**src/design/ssl_pkg.sv**
```systemverilog
// shared types and constants of the sorted sequential list
package ssl_pkg;

  localparam int CAPACITY = 64;
  localparam int DATA_W   = 32;
  localparam int IDX_W    = (CAPACITY > 1) ? $clog2(CAPACITY) : 1;
  localparam int CNT_W    = $clog2(CAPACITY + 1);

  localparam int REQ_W    = 2;
  localparam int STAT_W   = 2;
  localparam int POS_W    = 6;
  localparam int COUNT_W  = 7;

  // search tree: groups of eight cells, then a merge over the groups
  localparam int GRP_SIZE = 8;
  localparam int GRP_W    = $clog2(GRP_SIZE);
  localparam int NGRP     = (CAPACITY + GRP_SIZE - 1) / GRP_SIZE;
  localparam int NGRP_W   = (NGRP > 1) ? $clog2(NGRP) : 1;
  localparam int PAD      = NGRP * GRP_SIZE;
  localparam int FIDX_W   = NGRP_W + GRP_W;

  localparam logic [REQ_W-1:0] REQ_APPEND = 2'd0;
  localparam logic [REQ_W-1:0] REQ_INSERT = 2'd1;
  localparam logic [REQ_W-1:0] REQ_DELETE = 2'd2;

  localparam logic [STAT_W-1:0] ST_OK        = 2'd0;
  localparam logic [STAT_W-1:0] ST_FULL      = 2'd1;
  localparam logic [STAT_W-1:0] ST_EMPTY     = 2'd2;
  localparam logic [STAT_W-1:0] ST_NOT_FOUND = 2'd3;

  typedef logic signed [DATA_W-1:0] data_t;

  typedef struct packed {
    logic [REQ_W-1:0] req_type;
    data_t            value;
  } in_t;

  typedef struct packed {
    logic [STAT_W-1:0]  status;
    logic [POS_W-1:0]   position;
    logic [COUNT_W-1:0] count;
  } out_t;

  typedef enum logic [1:0] {
    CELL_HOLD,
    CELL_LOAD,
    CELL_FROM_LOWER,
    CELL_FROM_UPPER
  } cell_cmd_t;

  typedef struct packed {
    logic              has_le;
    logic [FIDX_W-1:0] last_le;
    logic              has_eq;
    logic [FIDX_W-1:0] first_eq;
  } find_t;

endpackage

```
**src/design/ssl_cell.sv**
```systemverilog
// one list cell: holds an entry, compares it with the key, takes a neighbor's entry
module ssl_cell (
  input  logic              clk,
  input  ssl_pkg::cell_cmd_t cmd,
  input  ssl_pkg::data_t    key,
  input  ssl_pkg::data_t    lower,
  input  ssl_pkg::data_t    upper,
  output ssl_pkg::data_t    entry,
  output logic              gt,
  output logic              eq
);
  import ssl_pkg::*;

  always_ff @(posedge clk) begin
    case (cmd)
      CELL_HOLD:       entry <= entry;
      CELL_LOAD:       entry <= key;
      CELL_FROM_LOWER: entry <= lower;
      CELL_FROM_UPPER: entry <= upper;
      default:         entry <= entry;
    endcase
  end

  assign gt = entry > key;
  assign eq = entry == key;

endmodule

```
**config.mk**
```make
export PLATFORM = sky130hd
export DESIGN_NAME = ssl_cell
export DESIGN_NICKNAME = d
export VERILOG_FILES = /design/src/design/ssl_pkg.sv /design/src/design/ssl_cell.sv
export SDC_FILE = /design/constraint.sdc
export NUM_CORES = 1
export LEC_CHECK = 0
export ABC_CLOCK_PERIOD_IN_PS = 4480
export CAP_MARGIN = 20
export CORE_MARGIN = 8
export CORE_UTILIZATION = 53
export CTS_CLUSTER_DIAMETER = 200
export CTS_CLUSTER_SIZE = 14
export DETAILED_ROUTE_END_ITERATION = 8
export DONT_BUFFER_PORTS = 1
export HOLD_SLACK_MARGIN = 0.02
export PLACE_DENSITY = 0.66
export SLEW_MARGIN = 10
export SYNTH_ARGS = -nofsm -noshare
export SYNTH_HDL_FRONTEND = slang
export SYNTH_SLANG_ARGS = --single-unit
```
**constraint.sdc**
```tcl
create_clock -name clk -period 4.48 [get_ports clk]
set_input_delay 0.448 -clock clk [delete_from_list [all_inputs] [get_ports clk]]
set_output_delay 0.448 -clock clk [all_outputs]
set_load 0.05 [all_outputs]
```
Word level (Yosys, flattened, before mapping) --
Index checks and enable logic that the tools add are counted.
Storage, ports and cells: bits in registers 32, logic and storage cells 8, memory bits (read-only) 0, input bits 99, memories kept 0, output and inout bits 34, bits in latches 0, RAM bits 0
Operators by class: equality and inequality tests 4, add/subtract/negate cells 0, reduce and logical (&&, ||, !) cells 1, shifts and indexed selects 0, magnitude comparators 1, multiplexer cells 1, divide/modulo/power cells 0, bitwise logic cells 0, $mul 0
Operators with widths (number):
- $pmux W32 S3 | 1
- $eq A32 B32 Y1 | 1
- $gt A32 B32 Y1 | 1
- $eq A2 B2 Y1 const B | 2
- $eq A2 B1 Y1 const B | 1
- $logic_not A2 Y1 | 1

Logic depth before layout (Yosys ltp) --
Gate-level depths: netlist of run 1.
depth in word-level cells 2, mapped depth 8, mapped depth without buffers 8

Worst setup path after synthesis of run 1 --
Ideal clock, no wire load.
path type reg-to-output, from reg entry[29], to out gt, path slack 1.376 ns, cell stages (with the launch flop) 8, arrival time 2.656 ns, required time 4.032 ns, path buffers 0, path through edfxtp_1 > ha_1 > a21o_1 > a21o_1 > a221oi_1 > o21ai_1 > a21oi_2 > mux2i_1
Between the ends: longest elaborated chain between the ends 1
Ends and longest elaborated chain:
- start: declaration | line ssl_cell.sv:8 | output ssl_pkg::data_t entry,
- start signal: assignment | line ssl_cell.sv:16 | CELL_HOLD: entry <= entry;
- start signal: assignment | line ssl_cell.sv:17 | CELL_LOAD: entry <= key;
- start signal: assignment | line ssl_cell.sv:18 | CELL_FROM_LOWER: entry <= lower;
- $gt A32 B32 Y1 | line ssl_cell.sv:24 | assign gt = entry > key;
- end: declaration | line ssl_cell.sv:9 | output logic gt,
Every way passes these cells.

Worst setup path in the final report of run 1 --
from reg entry[14], to out gt
The elaborated chain is that of the path after synthesis.

==> flow_summary.toml, run 1 <==
[status]
outcome = "finished clean"

[grt]
grt_pass1_vias = 1851
met2_usage = 0.260
grt_usage = 0.156
grt.met1_usage = 0.159
busiest_layer = "met2"
grt_max_degree = 66
grt_pass1_wl_um = 9020
antenna_found_initial = 0
grt_overflow = 0
met3_usage = 0.0977

[placed_design]
hpwlAfterDp_um = 4530
port_buffers = 0
gp_congestion = 0.740

[layout]
drive_gt1_frac = 0.0433
nets = 384
largest_reg_flops = 32
regMostFlops = "entry"
syn_to_final_growth_pct = 5.42
n_antenna_cell = 0
top_regs = "entry (32)"

[setup_path]
path_buf_inv = 1
end_kind = "output pin"
cp_cell_sequence = "ha_1 -> a21oi_1 -> nand2_1 -> a221oi_1 -> o211ai_2 -> a21oi_2 -> mux2i_1 -> buf_4"
worstSetupStartpointType = "flip-flop"
critical_path_depth = 8
crit_arrival_ns = 2.64
cp_slowest_cell = "edfxtp_1"
crit_path_start = "entry[14]"
crit_required_ns = 4.03
critPathTopFamily = "compound AO/OA/AOI/OAI gates"
crit_fanout = 3
worst-setup-path-type = "flip-flop to output pin"
cpPeakStageDelay_ns = 0.62

[drt]
drt_pass1_iterations = 4
route.detailed.drc = 0
vias = 1766
drtAntennaViolNets = 0
vias_per_cell = 5.77
routed_wl_um = 5620
drt-wirelength-per-cell_um = 18.4
drtIter0Drc = 41

[power_and_ir_drop]
p_leak_uw = 0.00120
fin_total_pwr_uw = 958
vdd_drop_max_mv = 0.302
p_per_area_nw_per_um2 = 371

[sta]
rsz0062_at_grt = "no"
finalCriticalPeriod_ns = 3.09
max_freq_mhz = 324
setup_tns_ns = 0
hold_viol_final = 0
drv_slew = 0
tightestPinTransition_ns = 0.779
finalCritPeriodShare = 0.689
maxSlewHeadroom = 0.481
finalSetupViolCount = 0

[clock_tree]
clock_path_buffers = 2
post_cts_buffers = 0
h-tree-depth = 2
ctsHoldBuffers = 0
clk_pin_slew_ns = 0.07
tritoncts = "yes"
cts-resized-gates = 0
cts_root_buf = "clkbuf_8"
cts-buffers-inserted = 5
cts.sinks = 32

[worst_hold_path]
min_path_cells = 1
hp-class = "input pin to flip-flop"
hold_path.startpoint = "cmd[1]"

[flow_run]
maxCapViolations = 0

[synth]
synth.distinct_cells = 27
yosys_warnings = 0
syn-instance-count = 256
synth_seq_area_share = 0.393
ys_ff_latch = 32
syn-num-nets = 387
synth_area_um2 = 2450
synth.avg_cell_area_um2 = 9.56

[die]
start_util = 0.554
io_pins = 133
die-area_um2 = 7050
dieHeight_um = 84.0
num_rows = 24
design.core.area_um2 = 4410
die_x_um = 84.0
==> layout by cell type (no fill, tap or decap), drive strengths merged, types with 2 or more instances in the layout <==
cell type / netlist / layout
a21o: 2 / 2
a21oi: 43 / 43
a221oi: 3 / 3
clkbuf: 6 / 5
clkinv: 0 / 2
edfxtp: 32 / 32
ha: 32 / 32
inv: 33 / 33
mux2i: 33 / 33
nand2: 8 / 8
nand3: 2 / 2
nand4: 8 / 8
nor2: 34 / 34
nor4: 3 / 3
o211ai: 2 / 2
o21ai: 4 / 4
==> Yosys cell counts <==
cell type / count / share of area
nand4_2: 1 / 0.0051
o21ai_0: 3 / 0.0061
and2_1: 1 / 0.0026
a211oi_1: 1 / 0.0031
nor2_1: 34 / 0.052
a21o_1: 2 / 0.0061
buf_2: 4 / 0.0082
nor2b_1: 1 / 0.0026
edfxtp_1: 32 / 0.39
clkbuf_1: 6 / 0.0092
ha_1: 32 / 0.16
or2_2: 1 / 0.0026
nor4_1: 3 / 0.0077
o211ai_2: 1 / 0.0051
a21oi_1: 42 / 0.086
nand3_1: 2 / 0.0041
o211ai_1: 1 / 0.0031
a21oi_2: 1 / 0.0036
mux2i_1: 33 / 0.13
inv_1: 33 / 0.051
nand2_1: 8 / 0.012
a2111o_1: 1 / 0.0046
buf_1: 1 / 0.0015
a221oi_1: 3 / 0.011
nor3_1: 1 / 0.0020
o21ai_1: 1 / 0.0020
nand4_1: 7 / 0.018
==> layout make-up <==
type,instances,area (µm²)
Clock inverter,3,37.5
Tap cell,52,65.1
Sequential cell,32,961
Clock buffer,5,68.8
Fill cell,430,1830
Multi-Input combinational cell,180,1320
Timing Repair Buffer,1,7.51
Inverter,33,124
==> path summary, 6_finish.rpt <==
kind / slack [ns] / to
min: 0.37 / entry[21]
max: 1.39 / gt
==> where the power goes <==
group / internal [µW] / total (µW) / switching [µW] / leakage (µW)
combinational: 77.3 / 165 / 87.8 / 0.000825
clock: 162 / 269 / 107 / 0.0000532
sequential: 375 / 524 / 149 / 0.000322
total: 614 / 958 / 344 / 0.00120
==> kinds of logic after synthesis <==
group,count (synthesis),share of synthesized area
AOI/OAI and AO/OA,56,0.130
adders and majority gates,32,0.164
buffers and inverters,44,0.0695
DFF,32,0.393
muxes,33,0.135
and+or+nand+nor,59,0.109
==> metrics by stage <==
step                      instance area [µm²]  hold slack, ns  cells  worst slack, ns  utilization
after floorplan                          2450           0.674    256             1.38            -
after global placement                   2470           0.663    298             1.74        0.560
after detailed placement                 2470           0.665    298             1.69        0.560
after CTS                                2580           0.361    306             1.36        0.584
after global routing                     2580           0.348    306             1.25        0.584
final                                    2580           0.372    306             1.39        0.584
==> metal layers <==
layer / vias up / share of wire
li1: 916 / -
met1: 772 / 0.38
met2: 74 / 0.49
met3: 4 / 0.12
met4: 0 / 0.0059
met5: - / 0
Note: power is estimated with default switching activity, not from simulation.
==> inputs of run 2 (changes only) <==
--- a/config.mk
+++ b/config.mk
@@ -5,7 +5,7 @@
 export SDC_FILE = /design/constraint.sdc
 export NUM_CORES = 1
 export LEC_CHECK = 0
-export ABC_CLOCK_PERIOD_IN_PS = 4480
+export ABC_CLOCK_PERIOD_IN_PS = 2870
 export CAP_MARGIN = 20
 export CORE_MARGIN = 8
 export CORE_UTILIZATION = 53
==> constraint.sdc (replaced) <==
create_clock -name clk -period 2.87 [get_ports clk]
set_input_delay 0.287 -clock clk [delete_from_list [all_inputs] [get_ports clk]]
set_output_delay 0.287 -clock clk [all_outputs]
set_load 0.05 [all_outputs]
==> flow_summary.toml, run 2 (synthesis gave the netlist of run 1 again) <==
[sta]
rsz0062_at_grt = "no"
finalSetupViolCount = 0
maxSlewHeadroom = 0.481
setup_tns_ns = 0
finalCritPeriodShare = 0.938
tightestPinTransition_ns = 0.778
hold_viol_final = 0
max_freq_mhz = 372
drv_slew = 0
finalCriticalPeriod_ns = 2.69

[clock_tree]
cts-resized-gates = 0
cts.sinks = 32
clk_pin_slew_ns = 0.07
cts_root_buf = "clkbuf_8"
tritoncts = "yes"
h-tree-depth = 2
cts-buffers-inserted = 5
post_cts_buffers = 0
clock_path_buffers = 2
ctsHoldBuffers = 0

[layout]
drive_gt1_frac = 0.160
syn_to_final_growth_pct = 15.2
regMostFlops = "entry"
n_antenna_cell = 0
top_regs = "entry (32)"
nets = 417
final_common_cell = "a21oi_1"
largest_reg_flops = 32
fill_cells = 381
final_cell_mix = "42 x a21oi_1, 34 x nor2_1, 33 x inv_1, 33 x buf_4"

[die]
die_x_um = 84.0
die-area_um2 = 7050
num_rows = 24
start_util = 0.554
dieHeight_um = 84.0
io_pins = 133
design.core.area_um2 = 4410

[setup_path]
crit_required_ns = 2.58
end_kind = "output pin"
worst-setup-path-type = "flip-flop to output pin"
path_buf_inv = 1
cp_cell_sequence = "ha_1 -> a21oi_1 -> nand2_1 -> a221oi_1 -> o211ai_2 -> a21oi_2 -> mux2i_2 -> buf_12"
crit_fanout = 3
worstSetupStartpointType = "flip-flop"
cp_slowest_cell = "edfxtp_1"
critPathTopFamily = "compound AO/OA/AOI/OAI gates"
crit_arrival_ns = 2.40
cpPeakStageDelay_ns = 0.40

[grt]
grt_max_degree = 66
grt_usage = 0.164
antenna_found_initial = 0
grt_overflow = 0
grt_pass1_vias = 2085
grt_pass1_wl_um = 9520

[drt]
vias_per_cell = 5.68
drtAntennaViolNets = 0
drt_pass1_iterations = 4
drt-wirelength-per-cell_um = 17.6
wl_met3_um = 487
met1_length_um = 2370
route.detailed.drc = 0
routed_wl_um = 5960
dr_wl_met2_um = 3050
drtIter0Drc = 55
vias = 1924
top_layer_used = "met4"

[power_and_ir_drop]
p_leak_uw = 0.00135
vdd_drop_max_mv = 0.314
fin_total_pwr_uw = 1510
p_per_area_nw_per_um2 = 534

[status]
outcome = "finished clean"

[flow_run]
maxCapViolations = 0

[placed_design]
port_buffers = 0
hpwlAfterDp_um = 4860
gp_congestion = 0.747

[worst_hold_path]
hp-class = "input pin to flip-flop"
-- run 2: cell types whose count changed in the layout (fill, tap and decap cells not counted) --
cell | previous run | this run
mux2i_1 | 33 | 32
mux2i_2 | 0 | 1
buf_4 | 1 | 33
clkinv_1 | 2 | 1
clkinv_2 | 0 | 2
buf_12 | 0 | 1
bufinv_16 | 1 | 0
-- run 2: metal layers --
metal  up-vias  GRT usage
li1        988          -
met1       866      0.172
met2        66      0.291
met3         4     0.0693
met4         0     0.0424
met5         -          0
-- run 2: area by class of cell --
cell class,instances,area (µm²),area share
tap,52,65.1,0.0231
timing repair buffer,34,268,0.0949
inverter,33,124,0.0439
clock inverter,3,13.8,0.00488
multi-input combinational,180,1320,0.468
sequential,32,961,0.341
clock buffer,5,68.8,0.0244
-- run 2: final timing paths --
check  startpoint        end  slack (ns)  cells past startpoint
max     entry[14]         gt        0.18                      8
min        cmd[1]  entry[30]        0.21                      1
-- run 2: per-stage QoR --
step	std cells	setup WS [ns]	area, µm²	hold WS (ns)	util
global route	339	0.0549	2820	0.207	0.639
finish	339	0.179	2820	0.214	0.639
global placement	331	0.546	2740	0.501	0.620
detailed placement	331	0.500	2740	0.505	0.620
floorplan	256	0.153	2450	0.513	-
CTS	339	0.158	2820	0.200	0.639
-- run 2: power by group --
group / total [µW] / internal (µW) / switching [µW] / leakage (µW)
clock network: 336 / 165 / 171 / 0.0000453
registers: 613 / 581 / 31.3 / 0.000322
logic: 558 / 199 / 359 / 0.000986
total: 1510 / 945 / 562 / 0.00135
