[config.mk]
export PLATFORM = sky130hd
export DESIGN_NAME = ssl_find
export DESIGN_NICKNAME = d
export VERILOG_FILES = /design/src/design/ssl_pkg.sv /design/src/design/ssl_find.sv
export SDC_FILE = /design/constraint.sdc
export NUM_CORES = 1
export LEC_CHECK = 0
export ABC_AREA = 1
export BUFFER_PORTS_ARGS = -buffer_cell sky130_fd_sc_hd__clkbuf_2
export CAP_MARGIN = 25
export CORE_MARGIN = 2
export CORE_UTILIZATION = 55
export DETAILED_ROUTE_END_ITERATION = 8
export PLACE_DENSITY = 0.9
export SETUP_SLACK_MARGIN = 0.5
export SYNTH_ARGS = -nofsm -noshare
export SYNTH_HDL_FRONTEND = slang
export SYNTH_SLANG_ARGS = --single-unit
[constraint.sdc]
create_clock -name clk -period 1.45 [get_ports clk]
set_input_delay 0.145 -clock clk [delete_from_list [all_inputs] [get_ports clk]]
set_output_delay 0.145 -clock clk [all_outputs]
set_load 0.05 [all_outputs]
[src/design/ssl_pkg.sv]
// shared types and constants of the sorted sequential list
package ssl_pkg;

  localparam int CAPACITY = 64;
  localparam int DATA_W   = 32;
  localparam int IDX_W    = (CAPACITY > 1) ? $clog2(CAPACITY) : 1;
  localparam int CNT_W    = $clog2(CAPACITY + 1);

  localparam int REQ_W    = 2;
  localparam int STAT_W   = 2;
  localparam int POS_W    = 6;
  localparam int COUNT_W  = 7;

  // search tree: groups of eight cells, then a merge over the groups
  localparam int GRP_SIZE = 8;
  localparam int GRP_W    = $clog2(GRP_SIZE);
  localparam int NGRP     = (CAPACITY + GRP_SIZE - 1) / GRP_SIZE;
  localparam int NGRP_W   = (NGRP > 1) ? $clog2(NGRP) : 1;
  localparam int PAD      = NGRP * GRP_SIZE;
  localparam int FIDX_W   = NGRP_W + GRP_W;

  localparam logic [REQ_W-1:0] REQ_APPEND = 2'd0;
  localparam logic [REQ_W-1:0] REQ_INSERT = 2'd1;
  localparam logic [REQ_W-1:0] REQ_DELETE = 2'd2;

  localparam logic [STAT_W-1:0] ST_OK        = 2'd0;
  localparam logic [STAT_W-1:0] ST_FULL      = 2'd1;
  localparam logic [STAT_W-1:0] ST_EMPTY     = 2'd2;
  localparam logic [STAT_W-1:0] ST_NOT_FOUND = 2'd3;

  typedef logic signed [DATA_W-1:0] data_t;

  typedef struct packed {
    logic [REQ_W-1:0] req_type;
    data_t            value;
  } in_t;

  typedef struct packed {
    logic [STAT_W-1:0]  status;
    logic [POS_W-1:0]   position;
    logic [COUNT_W-1:0] count;
  } out_t;

  typedef enum logic [1:0] {
    CELL_HOLD,
    CELL_LOAD,
    CELL_FROM_LOWER,
    CELL_FROM_UPPER
  } cell_cmd_t;

  typedef struct packed {
    logic              has_le;
    logic [FIDX_W-1:0] last_le;
    logic              has_eq;
    logic [FIDX_W-1:0] first_eq;
  } find_t;

endpackage

[src/design/ssl_find.sv]
// registered two-level search: last cell not above the key, first cell equal to it
module ssl_find (
  input  logic                           clk,
  input  logic [ssl_pkg::CAPACITY-1:0]   le,
  input  logic [ssl_pkg::CAPACITY-1:0]   eq,
  output ssl_pkg::find_t                 res
);
  import ssl_pkg::*;

  logic [PAD-1:0]   le_q;
  logic [PAD-1:0]   eq_q;
  logic [NGRP-1:0]  grp_le;
  logic [NGRP-1:0]  grp_eq;
  logic [GRP_W-1:0] grp_le_idx [NGRP];
  logic [GRP_W-1:0] grp_eq_idx [NGRP];

  logic [NGRP-1:0]  grp_le_next;
  logic [NGRP-1:0]  grp_eq_next;
  logic [GRP_W-1:0] grp_le_idx_next [NGRP];
  logic [GRP_W-1:0] grp_eq_idx_next [NGRP];
  find_t            res_next;

  // stage 0: flags from the cells
  always_ff @(posedge clk) begin
    le_q <= PAD'(le);
    eq_q <= PAD'(eq);
  end

  // stage 1: inside each group
  always_comb begin
    for (int g = 0; g < NGRP; g++) begin
      grp_le_next[g]     = 1'b0;
      grp_eq_next[g]     = 1'b0;
      grp_le_idx_next[g] = '0;
      grp_eq_idx_next[g] = '0;
      for (int j = 0; j < GRP_SIZE; j++) begin
        if (le_q[g*GRP_SIZE + j]) begin
          grp_le_next[g]     = 1'b1;
          grp_le_idx_next[g] = GRP_W'(j);
        end
      end
      for (int j = GRP_SIZE - 1; j >= 0; j--) begin
        if (eq_q[g*GRP_SIZE + j]) begin
          grp_eq_next[g]     = 1'b1;
          grp_eq_idx_next[g] = GRP_W'(j);
        end
      end
    end
  end

  always_ff @(posedge clk) begin
    grp_le     <= grp_le_next;
    grp_eq     <= grp_eq_next;
    grp_le_idx <= grp_le_idx_next;
    grp_eq_idx <= grp_eq_idx_next;
  end

  // stage 2: across the groups
  always_comb begin
    res_next = '0;
    for (int g = 0; g < NGRP; g++) begin
      if (grp_le[g]) begin
        res_next.has_le  = 1'b1;
        res_next.last_le = {NGRP_W'(g), grp_le_idx[g]};
      end
    end
    for (int g = NGRP - 1; g >= 0; g--) begin
      if (grp_eq[g]) begin
        res_next.has_eq   = 1'b1;
        res_next.first_eq = {NGRP_W'(g), grp_eq_idx[g]};
      end
    end
  end

  always_ff @(posedge clk) begin
    res <= res_next;
  end

endmodule

==> After elaboration in Yosys (flattened, before gate mapping) <==
Index checks and enable logic that the tools add are counted.
{ "totals": {"wordCells": 266, "out_inout_bits": 14, "in_bits": 129, "reg_bits": 206} }
{ "op_classes": {"muxes": 136, "reduce_logical": 54} }
{ "op_table": {"columns": ["op", "n"], "rows": [
  ["$mux W3", 50],
  ["$reduce_or A7 Y1", 18],
  ["$reduce_or A4 Y1", 18],
  ["$mux W2", 32],
  ["$mux W1", 40],
  ["$mux W6", 6],
  ["$reduce_or A2 Y1", 18],
  ["$mux W5", 4],
  ["$mux W7", 2],
  ["$mux W4", 2]
]} }

==> Longest topological paths before layout <==
Gate-level depths: netlist of the first run.
{ "depth": {"ltp_word": 8, "depth_mapped": 9, "depth_no_buf": 9} }

==> Least setup slack after synthesis of the first run <==
OpenSTA, ideal clock, no wires.
{ "synth_path": {"kind": "flip-flop to flip-flop", "startpoint": "register grp_le[2]", "endpoint": "register res[13] (netlist bit)", "path_slack_ps": 513, "arrival_time_ps": 819, "setup_time_ps": 118, "path_stages_with_launch": 4, "synth_period_minus_slack_ps": 937, "required_ps": 1332, "path_buffers": 0, "cell_sequence": "dfxtp_1 -> or2_2 -> nor3_2 -> nand2_1"} }
{ "synth_via": {"elab_chain_len": 1} }
{ "synth_lines": {"columns": ["item", "line_no", "rtl"], "rows": [
  ["start: declaration", "ssl_find.sv:12", "logic [NGRP-1:0] grp_le;"],
  ["start signal: assignment", "ssl_find.sv:52", "grp_le <= grp_le_next;"],
  ["$reduce_or A7 Y1 (no source line)", null, null],
  ["end signal: assignment", "ssl_find.sv:76", "res <= res_next;"],
  ["end: declaration", "ssl_find.sv:6", "output ssl_pkg::find_t res"]
]} }
No other way between the ends.
A chain may end at the register's enable or synchronous reset.

==> Worst setup path after layout of the first run <==
{ "layout_path": {"startpoint": "register res[12] (netlist bit)", "endpoint": "output res[12] (netlist bit)"} }
No word-level cell between the ends.

==> results of run 1 <==
state kept, by name (all words and copies together), names as in the netlist:
name and count:
grp_eq 8, grp_le 8, grp_le_idx 24, eq_q 64
grp_eq_idx 24, res 14, le_q 64
cell type report:
cell class              instances  share of cell area (%)
clock buffers                  27                    5.77
clock inverters                 2                   0.378
inverters                      43                    1.80
multi-input cells             319                    20.6
flip-flops and latches        206                    45.3
well taps                     136                    1.84
repair buffers                278                    24.3
worst paths after layout:
check                        to  slack, ns  depth (start not counted)
setup / recovery        res[12]       0.23                          1
setup reg to reg         res[9]       0.35                          8
hold / removal         le_q[27]       0.23                          2
hold reg to reg   grp_eq_idx[3]       0.43                          1
placed cells by master, fill, tap and decap left out, types with 7 or more instances in the layout:
master	Yosys	routed
a21oi_1	49	31
a21oi_2	0	18
buf_8	0	9
clkbuf_16	0	23
clkbuf_2	0	128
dfxtp_1	206	167
dfxtp_2	0	31
dfxtp_4	0	8
dlygate4sd3_1	0	128
inv_1	42	34
inv_2	1	7
nand2_1	75	65
nand2_2	1	11
nand4_1	8	8
nor2_1	96	76
nor2_2	0	15
nor3_2	1	9
nor3_4	0	10
o21ai_0	18	7
o21ai_1	0	11
o21bai_1	8	8
or2_4	2	18
synth_stat cells:
library cell / instances / share of area, %
a21oi_1: 49 / 4.2
a22oi_1: 1 / 0.13
nor3_1: 18 / 1.6
or2_1: 1 / 0.11
nand2_2: 1 / 0.11
inv_1: 42 / 2.7
o21bai_1: 8 / 1.0
or2_4: 2 / 0.30
nor3_2: 1 / 0.17
a31oi_1: 6 / 0.65
nand2_1: 75 / 4.9
o21ai_0: 18 / 1.6
nand4_1: 8 / 0.87
or2_2: 17 / 1.8
inv_2: 1 / 0.065
dfxtp_1: 206 / 71
nand3_1: 9 / 0.78
nor4_1: 8 / 0.87
nor2_1: 96 / 6.2
clkbuf_1: 1 / 0.065
buf_6: 1 / 0.20
a21o_1: 1 / 0.13
layer usage:
layer / wire length (µm) / global-route usage, %
met5: 0 / 0
met2: 10400 / 61.4
met3: 1140 / 5.27
met4: 1120 / 14.4
met1: 6410 / 29.1
stage by stage:
stage          power, µW  cell area (µm²)
6_report           11700             9260
5_1_grt            11900             9260
4_1_cts            11500             8890
3_5_place_dp        6610             6640
3_3_place_gp        6580             6640
2_1_floorplan       6360             5770
logic make-up after synthesis:
logic type | count (synthesis) | synth area share (%)
AOI/OAI and AO/OA | 83 | 7.76
and+or+nand+nor | 236 | 17.7
DFF | 206 | 71.5
buffers and inverters | 45 | 3.06
power breakdown:
group	total (µW)	switching (µW)	internal (µW)
Clock	4700	2010	2680
Sequential	6130	206	5930
Combinational	858	356	502
Total	11700	2570	9110
repair_timing:
item	in CTS	in global routing
hold buffers	128	0
setup buffers	3	5
setup endpoints to repair	45	66
endpoints found under the hold margin	128	0
pin swaps	15	42
gates resized for setup	102	120
==> flow_summary.toml, run 1 <==
[clocking]
cts_root_buf = "clkbuf_8"
htree_num_levels = 1
clkSinkCount = 206
clockBufferDepth = 3
numCtsBuffers = 20
clk_pin_slew_ns = 0.07
cts_tree = "yes"
clk_latency_ns = 0.55

[placement]
place.gp.congestion = 0.735
dpl_worst_slack_ns = 0.345
numPortBuffers = 142
placed_cells = 846
hpwl_um = 8110

[drt]
drc_errors = 0
vias = 5336
drt_iter0_drc = 220
routedWlPerCell_um = 18.8
first_pass_iters = 6
ant_nets = 0
routed_wl_um = 19100
via_per_inst = 5.28

[timing]
skew_ns = 0.0250
fin_crit_ns = 1.22
maxSlewHeadroom_pct = 81.5
finalCritPeriodShare_pct = 84.4
slew_viol_final = 0
whs_ns = 0.231
hold_viol_final = 0
fmax_mhz = 817
worst_pin_slew_ns = 0.277
finalWorstSetupSlack_ns = 0.227
fin_tns_setup_ns = 0
rsz0062_at_grt = "true"
setup-violations-final = 0

[finish]
stdcell_count = 1011
multi_input_area_um2 = 1910
final_util_pct = 90.1
drive_gt1_share_pct = 36.9
n_fill_cell = 407
syn2layout_area_growth_pct = 60.4
antenna_cells = 0
ff_latch_area_um2 = 4190
layout.nets = 997

[yosys]
ys_ff_latch = 206
syn_area_per_cell_um2 = 10.1
yosys_warnings = 0
ys_seq_area_share_pct = 71.5
syn_inst = 570
synth_cell_types = 22
syn-num-nets = 699
netlist_area_um2 = 5770

[die]
floorplan.io_pins = 143
die_h_um = 106
start_util_pct = 56.2
die_area_um2 = 11300
core_area_um2 = 10300
die-width_um = 106
rows = 37

[global_routing]
grt_max_degree = 14
grt_pass1_vias = 5605
overflow = 0
antenna_found_initial = 0
grt_pass1_wl_um = 26600
grt_usage_pct = 30.4

[worst_setup_path]
cpMaxStageDelayCell = "dfxtp_2"
path_cells = "clkbuf_16"
worst-endpoint-arrival_ns = 1.08
path_class = "reg2out"
critPathMaxStageDelay_ns = 0.36
cp.required_ns = 1.31
crit_buf_inv = 1
timing.rr.start = "grp_le[1]"
cp-start-kind = "flip-flop"
startpoint = "res[12]"
crit_family = "flip-flops"
critPathMaxFanout = 1
crit_path_end_kind = "output port"

[pwr]
ir_drop_mv = 1.01
p_leak_uw = 0.00408
power_density_nw_per_um2 = 1260

[worst_hold_path]
min_path_type = "in2reg"
min_from = "le[27]"

[run_status]
status = "completed"

[flow_run]
maxCapViolCount = 0
(Power assumes the default switching activity.)
==> run 2: changes to the inputs <==
CORE_UTILIZATION = 51   (was 55)
PLACE_DENSITY = 0.85   (was 0.9)
clock period = 1.3 ns   (was 1.45 ns; I/O delays follow)
==> run 2 against run 1 <==
Effect of this change: count of clock-buffer cells in the layout up 3; sequential share of layout area down 1.1 points; clock skew down 0.0085 ns; sequential cell count unchanged; total power up 16%; worst hold slack better by 0.051 ns.
==> flow_summary.toml, run 2 (same netlist as run 1, synthesis figures left out) <==
[global_routing]
grt_pass1_wl_um = 26100
antenna_found_initial = 2
grt_max_degree = 15
grt_usage_pct = 28.5
grt_pass1_vias = 5670
overflow = 0

[placement]
hpwl_um = 7950
dpl-instance-area_um2 = 6800
placed_cells = 851
place.gp.congestion = 0.810
numPortBuffers = 142

[worst_setup_path]
path_class = "reg2reg"
crit_family = "simple AND/OR/NAND/NOR gates"
cp.required_ns = 1.68
crit_buf_inv = 2
timing.rr.end = "res[9]"
crit_path_end_kind = "flip-flop"
rr_worst_depth = 6
path_cells = "inv_2 > buf_4 > nor2_1 > nor2_1 > nand2_1 > nand2_1"
critPathMaxStageDelay_ns = 0.42
cpMaxStageDelayCell = "dfxtp_1"
reg2reg_slack_ns = 0.08
worst-endpoint-arrival_ns = 1.60
critPathMaxFanout = 6
timing.rr.start = "grp_le[6]"
cp-start-kind = "flip-flop"

[die]
start_util_pct = 52.8
floorplan.io_pins = 143
die-width_um = 110
core_area_um2 = 10900
die_area_um2 = 12200
rows = 38
die_h_um = 110

[timing]
skew_ns = 0.0165
maxSlewHeadroom_pct = 80.1
worst_pin_slew_ns = 0.299
finalCritPeriodShare_pct = 93.7
fin_tns_setup_ns = 0
hold_viol_final = 0
fin_crit_ns = 1.22
slew_viol_final = 0
fmax_mhz = 821
whs_ns = 0.282
setup-violations-final = 0
rsz0062_at_grt = "true"

[worst_hold_path]
min_path_cells = 2
hold_end = "le_q[54]"
min_path_type = "in2reg"
min_from = "le[54]"

[drt]
drc_errors = 0
via_per_inst = 5.28
first_pass_iters = 7
vias = 5415
routed_wl_um = 20200
ant_nets = 0
routedWlPerCell_um = 19.7
drt_iter0_drc = 318

[clocking]
clockBufferDepth = 3
htree_num_levels = 1
cts_root_buf = "clkbuf_16"
cts_tree = "yes"
clk_pin_slew_ns = 0.07
clk_latency_ns = 0.49
clkSinkCount = 206
numCtsBuffers = 20

[run_status]
status = "completed"

[finish]
n_fill_cell = 464
stdcell_area_um2 = 9560
stdcell_count = 1026
syn2layout_area_growth_pct = 65.6
layout_common_cells = "dfxtp_1 (145), dlygate4sd3_1 (128), clkbuf_2 (128)"
layout.nets = 1001
final_common_cell = "dfxtp_1"
top_regs = "eq_q x64, le_q x64"
drive_gt1_share_pct = 42.7

[flow_run]
maxCapViolCount = 0

[pwr]
p_leak_uw = 0.00415
power_density_nw_per_um2 = 1420
ir_drop_mv = 1.20
## run 2: changes by cell type in the layout (fill, tap and decap cells not counted), moves of 4 or more
cell     delta
a21oi_1    -10
a21oi_2     +9
buf_4       +4
dfxtp_1    -22
dfxtp_2    +20
nor2_1     -10
nor2_4      +9
o21ai_0     -7
o21ai_1     +4
## run 2: timing repair
action,4_1_cts,5_1_grt
hold buffers,128,0
setup buffers,3,8
endpoints found under the hold margin,128,0
resized for setup,136,112
pin swaps,29,47
endpoints found under the setup margin,70,88
## run 2: per-stage QoR
| step | worst slack, ns | util (%) | total power, µW |
|---|---|---|---|
| after global routing | 0.0864 | 87.4 | 13900 |
| after CTS | 0.164 | 83.9 | 13200 |
| after floorplan | 0.373 | - | 7130 |
| final | 0.0814 | 87.4 | 13600 |
| after detailed placement | 0.261 | 62.2 | 7410 |
| after global placement | 0.317 | 62.2 | 7380 |
## run 2: worst max-delay path by stage
stage	slack, ns	depth (start not counted)	endpoint	from
2_1_floorplan	0.37	5	res[13]	grp_le[5]
3_3_place_gp	0.32	8	res[9]	grp_le[1]
3_5_place_dp	0.26	7	res[8]	grp_le[3]
4_1_cts	0.16	1	res[10]	res[10]
5_1_grt	0.09	6	res[8]	grp_le[6]
6_report	0.08	6	res[9]	grp_le[6]
## run 2: cell type report
class,count,area (µm²),share of cell area [%]
tap,140,175,1.83
multi-input combinational,319,2080,21.7
inverter,43,169,1.77
clock buffer,30,589,6.17
antenna,3,7.51,0.0786
sequential,206,4230,44.2
clock inverter,3,42.5,0.445
timing repair buffer,282,2270,23.7
## run 2: where the power goes
group | internal [µW] | switching [µW] | total [µW]
logic | 590 | 422 | 1010
registers | 6610 | 258 | 6870
clock network | 3320 | 2360 | 5670
## run 2: metal layers
layer	up-vias	global-route usage (%)	part of all wire, %	wire, µm
li1	2458	-	-	-
met1	2529	25.7	32	6490
met2	311	57.1	55	11100
met3	117	5.70	6.5	1320
met4	0	17.4	6.5	1300
met5	-	0	0	0
## run 2: worst reg2reg max path, cell delays in order, from the launching register on
cell	delay (ns)
dfxtp_1	0.42
inv_2	0.11
buf_4	0.15
nor2_1	0.18
nor2_1	0.08
nand2_1	0.10
nand2_1	0.07
==> run 3: changes to the inputs <==
CORE_UTILIZATION = 46   (was 51)
PLACE_DENSITY = 0.81   (was 0.85)
clock period = 1.1 ns   (was 1.3 ns; I/O delays follow)
==> run 3 against run 2 <==
Effect of this change: the flow now finishes with violations (negative setup slack); total power rose by 23%; first-iteration DRC count shrank 32%; setup slack got worse by 0.091 ns; global-route usage is 3.6 points lower; routed wire length down 9.2%; clock power grew 30%; via count fell by 5.3%; sequential share of layout area fell by 0.99 points; critical path depth decreased by 5; sequential power grew 18%; sequential cell count stayed put; non-clock buffer count unchanged; critical endpoint is now res[11]; largest cell class unchanged.
==> flow_summary.toml, run 3 (same netlist as run 1, synthesis figures left out) <==
[timing]
setup-violations-final = 3
finalCritPeriodShare_pct = 101
slew_viol_final = 0
rsz0062_at_grt = "true"
whs_ns = 0.269
fmax_mhz = 901
maxSlewHeadroom_pct = 82.2
skew_ns = 0.0102
worst_pin_slew_ns = 0.266
hold_viol_final = 0
fin_crit_ns = 1.11
finalWorstSetupSlack_ns = -0.00968

[worst_setup_path]
startpoint = "res[11]"
path_class = "reg2out"
critPathMaxFanout = 1
reg2reg_slack_ns = 0
crit_path_end_kind = "output port"
critPathMaxStageDelay_ns = 0.36
path_cells = "clkbuf_16"
cp-start-kind = "flip-flop"
timing.rr.start = "grp_le[6]"
cpMaxStageDelayCell = "dfxtp_2"
worst-endpoint-arrival_ns = 1.00
cp.required_ns = 0.99
cp.depth = 1
cp-endpoint = "res[11]"
crit_buf_inv = 1
crit_family = "flip-flops"
timing.rr.end = "res[8]"
rr_worst_depth = 6

[pwr]
switching_share_pct = 21.6
net-switching-power_uw = 3610
p_comb_share_pct = 7.2
p_leak_uw = 0.00424
clock_power_share_pct = 44.0
p_int_uw = 13100
power_density_nw_per_um2 = 1690
ir_drop_mv = 2.00
power_uw = 16700
pwr-share-seq_pct = 48.8

[placement]
numPortBuffers = 142
hpwl_um = 7990
place.gp.congestion = 0.803

[drt]
first_pass_iters = 4
routed_wl_um = 18300
via_per_inst = 4.86
vias = 5129
drt_iter0_drc = 215
routedWlPerCell_um = 17.4
drc_errors = 0
ant_nets = 0

[clocking]
cts_root_buf = "clkbuf_16"
clk_pin_slew_ns = 0.07
clkSinkCount = 206
cts_tree = "yes"
clk_latency_ns = 0.48
clockBufferDepth = 3
htree_num_levels = 1
numCtsBuffers = 21

[die]
floorplan.io_pins = 143
start_util_pct = 47.7
die_area_um2 = 13500
core_area_um2 = 12100
rows = 40
die_h_um = 116
die-width_um = 116

[finish]
layout.nets = 1002
top_regs = "eq_q x64, le_q x64"
layout_common_cells = "dlygate4sd3_1 (128), clkbuf_2 (128), dfxtp_1 (124)"
final_util_pct = 81.4
drive_gt1_share_pct = 49.1
syn2layout_area_growth_pct = 70.7

[global_routing]
overflow = 0
grt_usage_pct = 24.9
grt_pass1_wl_um = 26000
antenna_found_initial = 0
grt_pass1_vias = 5664
grt_max_degree = 15

[worst_hold_path]
min_path_type = "in2reg"

[run_status]
status = "finished with violations"
violations = "negative setup slack"

[flow_run]
maxCapViolCount = 0
## run 3: cell types whose count changed in the layout (fill, tap and decap cells not counted), sizes merged
cell,previous run,this run
clkinvlp,1,0
clkinv,1,4
buf,22,16
clkbuf,162,167
bufinv,1,3
diode,3,1
## run 3: how the worst min path moves through the flow
stage | endpoint | cells past startpoint | from | slack [ns]
after floorplan | eq_q[0] | 0 | eq[0] | 0.14
after global placement | eq_q[16] | 1 | eq[16] | 0.21
after detailed placement | eq_q[59] | 1 | eq[59] | 0.21
after CTS | le_q[25] | 2 | le[25] | 0.25
after global routing | le_q[40] | 2 | le[40] | 0.26
final | le_q[40] | 2 | le[40] | 0.27
## run 3: metrics by stage
step                      std cells  setup WS [ns]  TNS (ns)  cell area, µm²
after floorplan                 570          0.173         0            5960
after global placement          880         0.0996         0            6880
after detailed placement        880         0.0749         0            6880
after CTS                      1047        -0.0155   -0.0417            9540
after global routing           1054        -0.0411    -0.186            9850
final                          1055       -0.00968   -0.0162            9850
## run 3: final cells by class
type	instances	area, µm²
Multi-Input combinational cell	319	2160
Inverter	43	166
Timing Repair Buffer	282	2340
Antenna cell	1	2.50
Sequential cell	206	4260
Tap cell	168	210
Fill cell	616	2260
Clock buffer	29	606
Clock inverter	7	110
## run 3: what timing repair did
| item | in CTS | in global routing |
|---|---|---|
| resized for setup | 187 | 88 |
| pin swaps | 65 | 40 |
| endpoints found under the setup margin | 92 | 92 |
| endpoints found under the hold margin | 128 | 0 |
| hold buffers | 128 | 0 |
| gates cloned | 0 | 0 |
| setup buffers | 3 | 7 |
## run 3: power by group through the flow
stage | combinational, µW | sequential, µW | clock, µW
final | 1200 | 8140 | 7350
after global routing | 1280 | 8170 | 7770
after CTS | 1060 | 8080 | 7330
after detailed placement | 598 | 8180 | 0
after global placement | 574 | 8160 | 0
after floorplan | 276 | 8170 | 0
## run 3: routing by layer
| metal | track usage [%] | vias to the layer above | share of wire, % | routed length [µm] |
|---|---|---|---|---|
| met5 | 0 | - | 0 | 0 |
| met4 | 10.6 | 0 | 3.9 | 718 |
| met3 | 4.76 | 64 | 4.2 | 768 |
| met2 | 52.7 | 192 | 59 | 10800 |
| met1 | 22.4 | 2419 | 33 | 6050 |
| li1 | - | 2454 | - | - |
